`src/rtl/rhr_pkg.sv`:
```
`timescale 1ns / 1ps
// ----------------------------------------------------------------------------
// rhr_pkg: shared types and constants for the randomized Hadamard rotation
// Sizes, commands, sequencer states and the memory port bundles.
// ----------------------------------------------------------------------------
package rhr_pkg;

	// Sizing
	localparam int MAX_LENGTH  = 256;
	localparam int SAMPLE_BITS = 16;
	localparam int ADDR_W      = $clog2(MAX_LENGTH);
	localparam int CNT_W       = ADDR_W + 1;
	localparam int K_W         = $clog2(ADDR_W + 1);
	localparam int DIM_W       = 9;
	localparam int IDX_W       = 8;
	localparam int COEF_W      = 21;
	localparam int IN_W        = (SAMPLE_BITS > COEF_W) ? SAMPLE_BITS : COEF_W;
	// sign flip adds one bit, each butterfly stage one more
	localparam int WORK_W      = IN_W + 1 + ADDR_W;

	// Scaling: Q16 multiplier, 1/sqrt(2) for odd log2 length
	localparam int                 MUL_W         = 17;
	localparam int                 FRAC_BITS     = 16;
	localparam logic [MUL_W-1:0]   INV_SQRT2_Q16 = MUL_W'(46341);
	localparam logic [MUL_W-1:0]   UNIT_Q16      = MUL_W'(65536);

	localparam logic [DIM_W-1:0] DIM_RESET = DIM_W'(256);

	typedef logic signed [WORK_W-1:0] work_t;
	typedef logic signed [COEF_W-1:0] coef_t;

	localparam coef_t   COEF_MAX     = {1'b0, {(COEF_W-1){1'b1}}};
	localparam coef_t   COEF_MIN     = {1'b1, {(COEF_W-1){1'b0}}};
	localparam longint  COEF_LIM     = longint'(1) << (COEF_W - 1);
	localparam work_t   WORK_COEF_HI = work_t'(COEF_MAX);
	localparam work_t   WORK_COEF_LO = work_t'(COEF_MIN);

	typedef enum logic [1:0] {
		CMD_SIGN   = 2'd0,
		CMD_SAMPLE = 2'd1,
		CMD_RUN    = 2'd2,
		CMD_READ   = 2'd3
	} cmd_e;

	typedef enum logic [3:0] {
		ST_IDLE,
		ST_SGN_RD,
		ST_SGN_WR,
		ST_BF_RD,
		ST_BF_WR0,
		ST_BF_WR1,
		ST_SC_RD,
		ST_SC_MUL,
		ST_SC_WR
	} state_e;

	// Work buffer write port
	typedef struct packed {
		logic              en;
		logic [ADDR_W-1:0] addr;
		work_t             data;
	} wr_port_t;

	// Work buffer read ports
	typedef struct packed {
		logic              re_a;
		logic              re_b;
		logic [ADDR_W-1:0] addr_a;
		logic [ADDR_W-1:0] addr_b;
	} rd_req_t;

	// Clamp a work value to the coefficient range
	function automatic coef_t sat_coef(input work_t v);
		if (v > WORK_COEF_HI) begin
			return COEF_MAX;
		end else if (v < WORK_COEF_LO) begin
			return COEF_MIN;
		end
		return v[COEF_W-1:0];
	endfunction

endpackage

```
`src/rtl/rhr_scaler.sv`:
```
`timescale 1ns / 1ps
// ----------------------------------------------------------------------------
// rhr_scaler: 1/sqrt(length) scaling of one butterfly output
// Registered magnitude multiply, then round half away from zero and clamp.
// ----------------------------------------------------------------------------
module rhr_scaler (
	input  logic                    clk,
	input  logic                    en,
	input  rhr_pkg::work_t          value,
	input  logic [rhr_pkg::K_W-1:0] k,
	output rhr_pkg::coef_t          coef
);
	import rhr_pkg::*;

	localparam int PROD_W = WORK_W + MUL_W;
	localparam int RND_W  = PROD_W + 1;
	localparam int SH_W   = $clog2(FRAC_BITS + ADDR_W / 2 + 1);

	logic [WORK_W-1:0] mag;
	logic [MUL_W-1:0]  mul;
	logic [PROD_W-1:0] prod_s1;
	logic              neg_s1;
	logic [SH_W-1:0]   sh;
	logic [RND_W-1:0]  rnd;
	logic [RND_W-1:0]  r;
	logic [COEF_W-1:0] r_lo;

	// Magnitude and multiplier select
	always_comb begin
		mag = value[WORK_W-1] ? WORK_W'(-value) : WORK_W'(value);
		mul = k[0] ? INV_SQRT2_Q16 : UNIT_Q16;
	end

	// Product register
	always_ff @(posedge clk) begin
		if (en) begin
			prod_s1 <= PROD_W'(mag) * PROD_W'(mul);
			neg_s1  <= value[WORK_W-1];
		end
	end

	// Rounding shift and saturation
	always_comb begin
		sh   = SH_W'(FRAC_BITS) + SH_W'(k >> 1);
		rnd  = {1'b0, prod_s1} + (RND_W'(1) << (sh - 1'b1));
		r    = rnd >> sh;
		r_lo = r[COEF_W-1:0];
		if (neg_s1) begin
			if (r > RND_W'(COEF_LIM)) begin
				coef = COEF_MIN;
			end else begin
				coef = $signed(-r_lo);
			end
		end else begin
			if (r > RND_W'(COEF_LIM - 1)) begin
				coef = COEF_MAX;
			end else begin
				coef = $signed(r_lo);
			end
		end
	end

endmodule

```
`config.mk`:
```
export PLATFORM = sky130hd
export DESIGN_NAME = rhr_scaler
export DESIGN_NICKNAME = d
export VERILOG_FILES = /design/src/rtl/rhr_pkg.sv /design/src/rtl/rhr_scaler.sv
export SDC_FILE = /design/constraint.sdc
export NUM_CORES = 1
export LEC_CHECK = 0
export BUFFER_PORTS_ARGS = -buffer_cell sky130_fd_sc_hd__buf_2
export CORE_UTILIZATION = 25
export DETAILED_ROUTE_END_ITERATION = 10
export PLACE_DENSITY = 0.49
export SLEW_MARGIN = 20
export SYNTH_ARGS = -nofsm -noshare
export SYNTH_HDL_FRONTEND = slang
export SYNTH_SLANG_ARGS = --single-unit
```
`constraint.sdc`:
```
create_clock -name clk -period 13.9 [get_ports clk]
set_input_delay 3.475 -clock clk [delete_from_list [all_inputs] [get_ports clk]]
set_output_delay 3.475 -clock clk [all_outputs]
set_load 0.05 [all_outputs]
```
==> results of run 1 <==
worst max-delay path by stage:
stage	start	to	cells past startpoint
floorplan	k[3]	coef[2]	24
global placement	k[1]	coef[14]	26
detailed placement	k[1]	coef[14]	26
CTS	k[1]	coef[14]	26
global route	k[1]	coef[14]	27
finish	k[1]	coef[14]	27
layer usage:
layer	global-route usage, %	up-vias	wire, um
li1	-	6173	-
met1	18.6	5791	19800
met2	20.6	231	16900
met3	0.600	20	1100
met4	1.97	0	318
met5	0	-	0
logic make-up (layout without fill, tap and decap cells):
family	after synthesis	in the layout	synth area share [%]
other	2	33	0.0505
buffers and inverters	307	332	7.86
adders and majority gates	381	381	39.1
xor gates and xnor gates	89	89	5.24
and+or+nand+nor	490	490	16.5
DFF	48	48	9.70
muxes	53	53	4.24
AOI/OAI and AO/OA	371	371	17.4
placed cells by master, fill, tap and decap left out, types with 7 or more instances in the layout:
cell / Yosys / final
sky130_fd_sc_hd__a211oi_1: 15 / 15
sky130_fd_sc_hd__a21o_1: 38 / 38
sky130_fd_sc_hd__a21oi_1: 92 / 92
sky130_fd_sc_hd__a221oi_1: 9 / 9
sky130_fd_sc_hd__a31oi_1: 14 / 14
sky130_fd_sc_hd__and2_1: 20 / 20
sky130_fd_sc_hd__and3_1: 22 / 22
sky130_fd_sc_hd__buf_2: 3 / 56
sky130_fd_sc_hd__buf_4: 1 / 22
sky130_fd_sc_hd__conb_1: 2 / 33
sky130_fd_sc_hd__edfxtp_1: 48 / 48
sky130_fd_sc_hd__fa_1: 139 / 139
sky130_fd_sc_hd__ha_1: 242 / 242
sky130_fd_sc_hd__inv_1: 242 / 242
sky130_fd_sc_hd__mux2_2: 10 / 10
sky130_fd_sc_hd__mux2i_1: 36 / 36
sky130_fd_sc_hd__mux4_2: 7 / 7
sky130_fd_sc_hd__nand2_1: 118 / 118
sky130_fd_sc_hd__nand2b_1: 24 / 24
sky130_fd_sc_hd__nand3_1: 31 / 31
sky130_fd_sc_hd__nand4_1: 15 / 15
sky130_fd_sc_hd__nor2_1: 133 / 133
sky130_fd_sc_hd__nor2b_1: 24 / 24
sky130_fd_sc_hd__nor3_1: 37 / 37
sky130_fd_sc_hd__nor4_1: 13 / 13
sky130_fd_sc_hd__o211a_1: 7 / 7
sky130_fd_sc_hd__o211ai_1: 17 / 17
sky130_fd_sc_hd__o21a_1: 12 / 12
sky130_fd_sc_hd__o21ai_0: 61 / 61
sky130_fd_sc_hd__o21bai_1: 10 / 10
sky130_fd_sc_hd__o22ai_1: 7 / 7
sky130_fd_sc_hd__o31ai_1: 14 / 14
sky130_fd_sc_hd__or2_2: 7 / 7
sky130_fd_sc_hd__or3_1: 7 / 7
sky130_fd_sc_hd__xnor2_1: 52 / 52
sky130_fd_sc_hd__xor2_1: 37 / 37
per-stage QoR:
stage	utilization (%)	setup TNS (ps)	worst slack, ps
floorplan	-	0	280
global placement	27.4	0	573
detailed placement	27.4	0	370
finish	27.8	0	461
CTS	27.7	0	353
global route	27.8	-9.97	-9.97
sequential cells by signal (all words and copies together), names as in the netlist:
signal   flops
neg_s1       1
prod_s1     47
cells in the mapped netlist (9+ instances only):
cell type / n / area share, %
sky130_fd_sc_hd__a21oi_1: 92 / 3.1
sky130_fd_sc_hd__nand3_1: 31 / 1.0
sky130_fd_sc_hd__xor2_1: 37 / 2.2
sky130_fd_sc_hd__a31oi_1: 14 / 0.59
sky130_fd_sc_hd__xnor2_1: 52 / 3.1
sky130_fd_sc_hd__and2_1: 20 / 0.84
sky130_fd_sc_hd__mux2i_1: 36 / 2.4
sky130_fd_sc_hd__a211oi_1: 15 / 0.76
sky130_fd_sc_hd__nand2_1: 118 / 3.0
sky130_fd_sc_hd__fa_1: 139 / 19
sky130_fd_sc_hd__o31ai_1: 14 / 0.71
sky130_fd_sc_hd__a221oi_1: 9 / 0.53
sky130_fd_sc_hd__clkbuf_1: 51 / 1.3
sky130_fd_sc_hd__nor4_1: 13 / 0.55
sky130_fd_sc_hd__inv_1: 242 / 6.1
sky130_fd_sc_hd__o21a_1: 12 / 0.61
sky130_fd_sc_hd__mux2_2: 10 / 0.76
sky130_fd_sc_hd__nor2_1: 133 / 3.4
sky130_fd_sc_hd__o21bai_1: 10 / 0.50
sky130_fd_sc_hd__edfxtp_1: 48 / 9.7
sky130_fd_sc_hd__nor3_1: 37 / 1.2
sky130_fd_sc_hd__nor2b_1: 24 / 1.0
sky130_fd_sc_hd__o21ai_0: 61 / 2.1
sky130_fd_sc_hd__o211ai_1: 17 / 0.86
sky130_fd_sc_hd__and3_1: 22 / 0.93
sky130_fd_sc_hd__nand2b_1: 24 / 1.0
sky130_fd_sc_hd__ha_1: 242 / 20
sky130_fd_sc_hd__a21o_1: 38 / 1.9
sky130_fd_sc_hd__nand4_1: 15 / 0.63
cell type report:
| type | instances | area (sq um) | area share, % |
|---|---|---|---|
| Clock inverter | 3 | 46.3 | 0.283 |
| Sequential cell | 48 | 1440 | 8.81 |
| Clock buffer | 5 | 125 | 0.765 |
| Multi-Input combinational cell | 1417 | 12400 | 75.8 |
| Inverter | 245 | 920 | 5.62 |
| Timing Repair Buffer | 79 | 465 | 2.85 |
| Tap cell | 773 | 967 | 5.91 |
worst max-delay path, delay by kind of cell:
kind            cells  cell delay (ps)
simple gates        6             1360
buf+inv             6              960
mux                 1              280
fa+ha+maj           3              850
compound gates     11             3000
power by group through the flow:
| stage | Clock [W] | Combinational [W] | Sequential (W) |
|---|---|---|---|
| 3_5_place_dp | 0 | 0.00309 | 0.000400 |
| 4_1_cts | 0.000140 | 0.00312 | 0.000398 |
| 3_3_place_gp | 0 | 0.00307 | 0.000401 |
| 2_1_floorplan | 0 | 0.00244 | 0.000366 |
| 6_report | 0.000135 | 0.00310 | 0.000398 |
| 5_1_grt | 0.000145 | 0.00354 | 0.000407 |
repair_timing:
item | in CTS | in global routing
resized for setup | 0 | 2
setup endpoints to repair | 0 | 9
buffers inserted | 0 | 2
endpoints found under the hold margin | 0 | 0
hold buffers | 0 | 0
==> flow_summary.toml, run 1 <==
[drt]
num_vias = 12200
routed_wirelength_um = 38200
route.detailed.drc = 0
post_drt_wl_per_cell_um = 14.9
drt_pre_antenna_iters = 5
detailedRoute.firstIterationViolations = 760
avgViaCountPerCell = 4.75
route.antenna.remaining_nets = 0

[timing]
finalWorstPathRequiredPeriod_ps = 13440
timing.max_slew.rel_slack_pct = 34.6
final-setup-viol-count = 0
post-route-period-util_pct = 96.7
tightestPinTransition_ps = 978
fmaxAchievable_mhz = 74.4
final_hold_viol_count = 0
slew_viol_final = 0
fin_hold_ws_ps = 3600

[cts]
clock_sinks = 48
tritoncts = "yes"
cts-buffers-inserted = 5
ctsRootBufferMaster = "sky130_fd_sc_hd__clkbuf_16"
max-clock-path-buffers = 2
clkSlewWorstSetupHoldPaths_ps = 70
htree_levels = 2

[floorplanning]
floorplan.die.width_um = 246
std_cell_rows = 89
placeableCoreArea_sq_um = 58900
fp.dieH_um = 246
initial_utilization_pct = 25.2
design.die.area_sq_um = 60400
ios = 57

[final_layout]
area_growth_syn_to_layout_pct = 10.0
antenna_cells = 0
stdcell_area_sq_um = 16400
num-nets-final = 2213
share_of_cells_above_drive_strength_1_pct = 7.96
num-fill-cells = 6310
fin_cells = 2570

[hold_path]
worstHoldPathCells = 1
hold-path-endpoint = "prod_s1[7]"
hold_path.startpoint = "en"
path_category_of_the_worst_min_delay_check = "input pin to flip-flop"

[yosys]
ys_seq_area_share_pct = 9.70
ys_warn_count = 0
synth.ff_latch_count = 48
dominantRegCellSynth = "sky130_fd_sc_hd__edfxtp_1"
synth.cell_area_sq_um = 14900
asyncSetResetFlopFracSynth_pct = 0
post_synth.cell_area_avg_sq_um = 8.54
synth_enable_flop_cells = 48
postSynthCellCount = 1741
synthDistinctLibCells = 98

[grt]
first_global_vias = 11900
grt_start_max_net_pins = 49
grt_antenna_before_repair = 0
gr-total-overflow = 0
grt_first_pass_wirelength_um = 63100
grt.total_usage_pct = 12.7

[worst_setup_path]
setup.worst_path.class = "input pin to primary output"
worst_ep_arrival_time_ps = 9960
end_kind = "primary output"
maximum_cell_stage_delay_along_the_critical_path_ps = 610
critPathLaunchType = "input pin"
critical-path-slowest-cell = "sky130_fd_sc_hd__or4b_4"
crit_fanout = 13
cp.required_ps = 10430

[power_and_ir_drop]
switching_power_w = 0.00192
clock_power_share_pct = 3.7
pwr_density_cell_nw_per_um2 = 222
report.power.total_w = 0.00364
p_sw_share_pct = 52.7
ir_worst_vdd_uv = 120
static-leakage-power_nw = 7.89
internal-power_w = 0.00172
power.share.combinational_pct = 85.3
power_share_of_the_sequential_group_pct = 10.9

[placed_design]
placed_instance_area_sq_um = 16100
dp_cells = 2559
dp_hpwl_um = 33400
gp_routability_congestion = 0.919
io_buffer_count = 56

[job]
drv_cap = 0

[status]
run_status = "completed"
No activity file was read; power rests on OpenSTA's default activity.
==> run 2, diff against run 1 <==
--- a/config.mk
+++ b/config.mk
@@ -6,9 +6,11 @@
 export NUM_CORES = 1
 export LEC_CHECK = 0
 export BUFFER_PORTS_ARGS = -buffer_cell sky130_fd_sc_hd__buf_2
+export CAP_MARGIN = 20
 export CORE_UTILIZATION = 25
 export DETAILED_ROUTE_END_ITERATION = 10
 export PLACE_DENSITY = 0.49
+export REMOVE_ABC_BUFFERS = 1
 export SLEW_MARGIN = 20
 export SYNTH_ARGS = -nofsm -noshare
 export SYNTH_HDL_FRONTEND = slang
==> run 2 against run 1 <==
Compared with the run above: hold slack better by 140 ps; critical path type unchanged; non-clock buffer count down 1; die area stayed put; largest power group unchanged; flip-flop and latch count stayed put; combinational power is essentially flat; clock-buffer cell count stayed put; total power is 0.57% higher; core utilization about the same; sequential power rose by 2%; final area grew 0.14%; setup slack improved by 5.0 ps; critical path depth did not move.
==> flow_summary.toml, run 2 (synthesis results as in run 1) <==
[timing]
final-setup-viol-count = 0
tightestPinTransition_ps = 1110
setup-tns-final_ps = 0
finalWorstPathRequiredPeriod_ps = 13430
final_hold_viol_count = 0
timing.max_slew.rel_slack_pct = 26.2
grt_setup_unrepaired = "false"
fmaxAchievable_mhz = 74.4
fin_hold_ws_ps = 3740
post-route-period-util_pct = 96.6
slew_viol_final = 0

[drt]
routed_wirelength_um = 38800
drt_pre_antenna_iters = 5
num_vias = 12200
route.antenna.remaining_nets = 0
route.detailed.drc = 0
post_drt_wl_per_cell_um = 15.1
detailedRoute.firstIterationViolations = 782
avgViaCountPerCell = 4.74

[grt]
grt_start_max_net_pins = 49
gr-total-overflow = 0
grt_antenna_before_repair = 0
first_global_vias = 11900
grt_first_pass_wirelength_um = 63000
grt.total_usage_pct = 12.7

[final_layout]
num-nets-final = 2212
largest-register = "prod_s1"
largest_register_ffs = 47
post-route-util_pct = 27.8
multi_input_comb_area_sq_um = 12400
area.sequential_sq_um = 1440
layout_common_cells = "242 x sky130_fd_sc_hd__inv_1, 241 x sky130_fd_sc_hd__ha_1, 139 x sky130_fd_sc_hd__fa_1, 133 x sky130_fd_sc_hd__nor2_1, 118 x sky130_fd_sc_hd__nand2_1"
fin_cells = 2569
num-fill-cells = 6305
area_growth_syn_to_layout_pct = 10.2
antenna_cells = 0
layout_commonest_cell = "sky130_fd_sc_hd__inv_1"
reg.largest.list = "prod_s1: 47 flops, neg_s1: 1 flops"
share_of_cells_above_drive_strength_1_pct = 8.13

[power_and_ir_drop]
p_sw_share_pct = 52.5
report.power.total_w = 0.00366
ir_worst_vdd_uv = 136
static-leakage-power_nw = 7.89
clock_power_share_pct = 4.2
internal-power_w = 0.00174
pwr_density_cell_nw_per_um2 = 223
power.share.combinational_pct = 84.8
power_share_of_the_sequential_group_pct = 11.0
switching_power_w = 0.00192

[floorplanning]
fp.dieH_um = 246
placeableCoreArea_sq_um = 58900
std_cell_rows = 89
ios = 57
design.die.area_sq_um = 60400
initial_utilization_pct = 25.2
floorplan.die.width_um = 246

[placed_design]
dp_hpwl_um = 33900
gp_routability_congestion = 0.869
io_buffer_count = 56
dp_cells = 2561

[worst_setup_path]
end_kind = "primary output"
setup.worst_path.class = "input pin to primary output"
worst_ep_arrival_time_ps = 9960
cp.required_ps = 10430
critPathLaunchType = "input pin"
crit_fanout = 13
setup_crit_start = "k[1]"

[status]
run_status = "completed"

[job]
drv_cap = 0

[cts]
ctsRootBufferMaster = "sky130_fd_sc_hd__clkbuf_16"
clock_sinks = 48
clkSlewWorstSetupHoldPaths_ps = 60
max-clock-path-buffers = 2
cts-buffers-inserted = 5
htree_levels = 2
tritoncts = "yes"

[hold_path]
path_category_of_the_worst_min_delay_check = "input pin to flip-flop"
hold_path.startpoint = "value[29]"
run 2: cell count changes in the layout (fill, tap and decap cells not counted):
cell / delta
sky130_fd_sc_hd__a211oi_1: -1
sky130_fd_sc_hd__a211oi_2: +1
sky130_fd_sc_hd__buf_12: -1
sky130_fd_sc_hd__bufinv_16: +1
sky130_fd_sc_hd__clkinvlp_4: -1
sky130_fd_sc_hd__ha_1: -1
sky130_fd_sc_hd__ha_2: +1
sky130_fd_sc_hd__o31ai_1: -1
sky130_fd_sc_hd__o31ai_2: +1
sky130_fd_sc_hd__xor2_1: -1
sky130_fd_sc_hd__xor2_2: +1
run 2: critical path, cell delays in order:
cell                        delay (ps)
sky130_fd_sc_hd__buf_2             110
sky130_fd_sc_hd__inv_1              60
sky130_fd_sc_hd__nand2_1           120
sky130_fd_sc_hd__inv_1             120
sky130_fd_sc_hd__ha_2              330
sky130_fd_sc_hd__nand2b_1          200
sky130_fd_sc_hd__nor2_1            140
sky130_fd_sc_hd__ha_1              290
sky130_fd_sc_hd__a21o_1            210
sky130_fd_sc_hd__a31oi_1           200
sky130_fd_sc_hd__o221ai_1          190
sky130_fd_sc_hd__o211ai_1          250
sky130_fd_sc_hd__buf_4             180
sky130_fd_sc_hd__and4_1            220
sky130_fd_sc_hd__nor2_1            120
sky130_fd_sc_hd__a21o_1            200
sky130_fd_sc_hd__mux2_2            280
sky130_fd_sc_hd__a21oi_1           320
sky130_fd_sc_hd__ha_1              230
sky130_fd_sc_hd__inv_1              60
sky130_fd_sc_hd__a221oi_1          370
sky130_fd_sc_hd__o211ai_1          280
sky130_fd_sc_hd__or4b_4            620
sky130_fd_sc_hd__o41ai_4           450
sky130_fd_sc_hd__a21oi_4           230
sky130_fd_sc_hd__a2111oi_2         370
sky130_fd_sc_hd__buf_2             310
run 2: final cells by class:
type / count / area share (%)
tap: 773 / 5.91
clock buffer: 5 / 0.764
sequential: 48 / 8.80
inverter: 245 / 5.62
clock inverter: 3 / 0.420
multi-input combinational: 1417 / 75.8
timing repair buffer: 78 / 2.72
run 2: power by group through the flow:
stage	Combinational (W)	Sequential, W	Clock [W]
floorplan	0.00242	0.000377	0
detailed placement	0.00310	0.000407	0
finish	0.00310	0.000404	0.000153
global route	0.00354	0.000414	0.000162
CTS	0.00312	0.000404	0.000158
global placement	0.00308	0.000408	0
run 2: final timing paths:
check	end	slack, ps	cells after the start
max	coef[14]	470	27
min	neg_s1	3740	2
run 2: through the flow:
step           cell area [sq um]  setup slack [ps]
3_5_place_dp               16100               252
5_1_grt                    16400              37.6
6_report                   16400               466
3_3_place_gp               16100               486
2_1_floorplan              14700             -3.09
4_1_cts                    16300               226
run 2: per-layer routing:
| metal | global-route usage (%) | vias to the layer above | wire, um |
|---|---|---|---|
| met5 | 0 | - | 0 |
| met4 | 2.27 | 0 | 342 |
| met3 | 0.502 | 16 | 1120 |
| met2 | 20.5 | 210 | 17100 |
| met1 | 18.8 | 5768 | 20200 |
| li1 | - | 6171 | - |
run 2: repair_timing:
action,in CTS,in global routing
setup endpoints to repair,0,14
hold buffers,0,0
endpoints found under the hold margin,0,0
buffers inserted,0,0
resized for setup,0,6
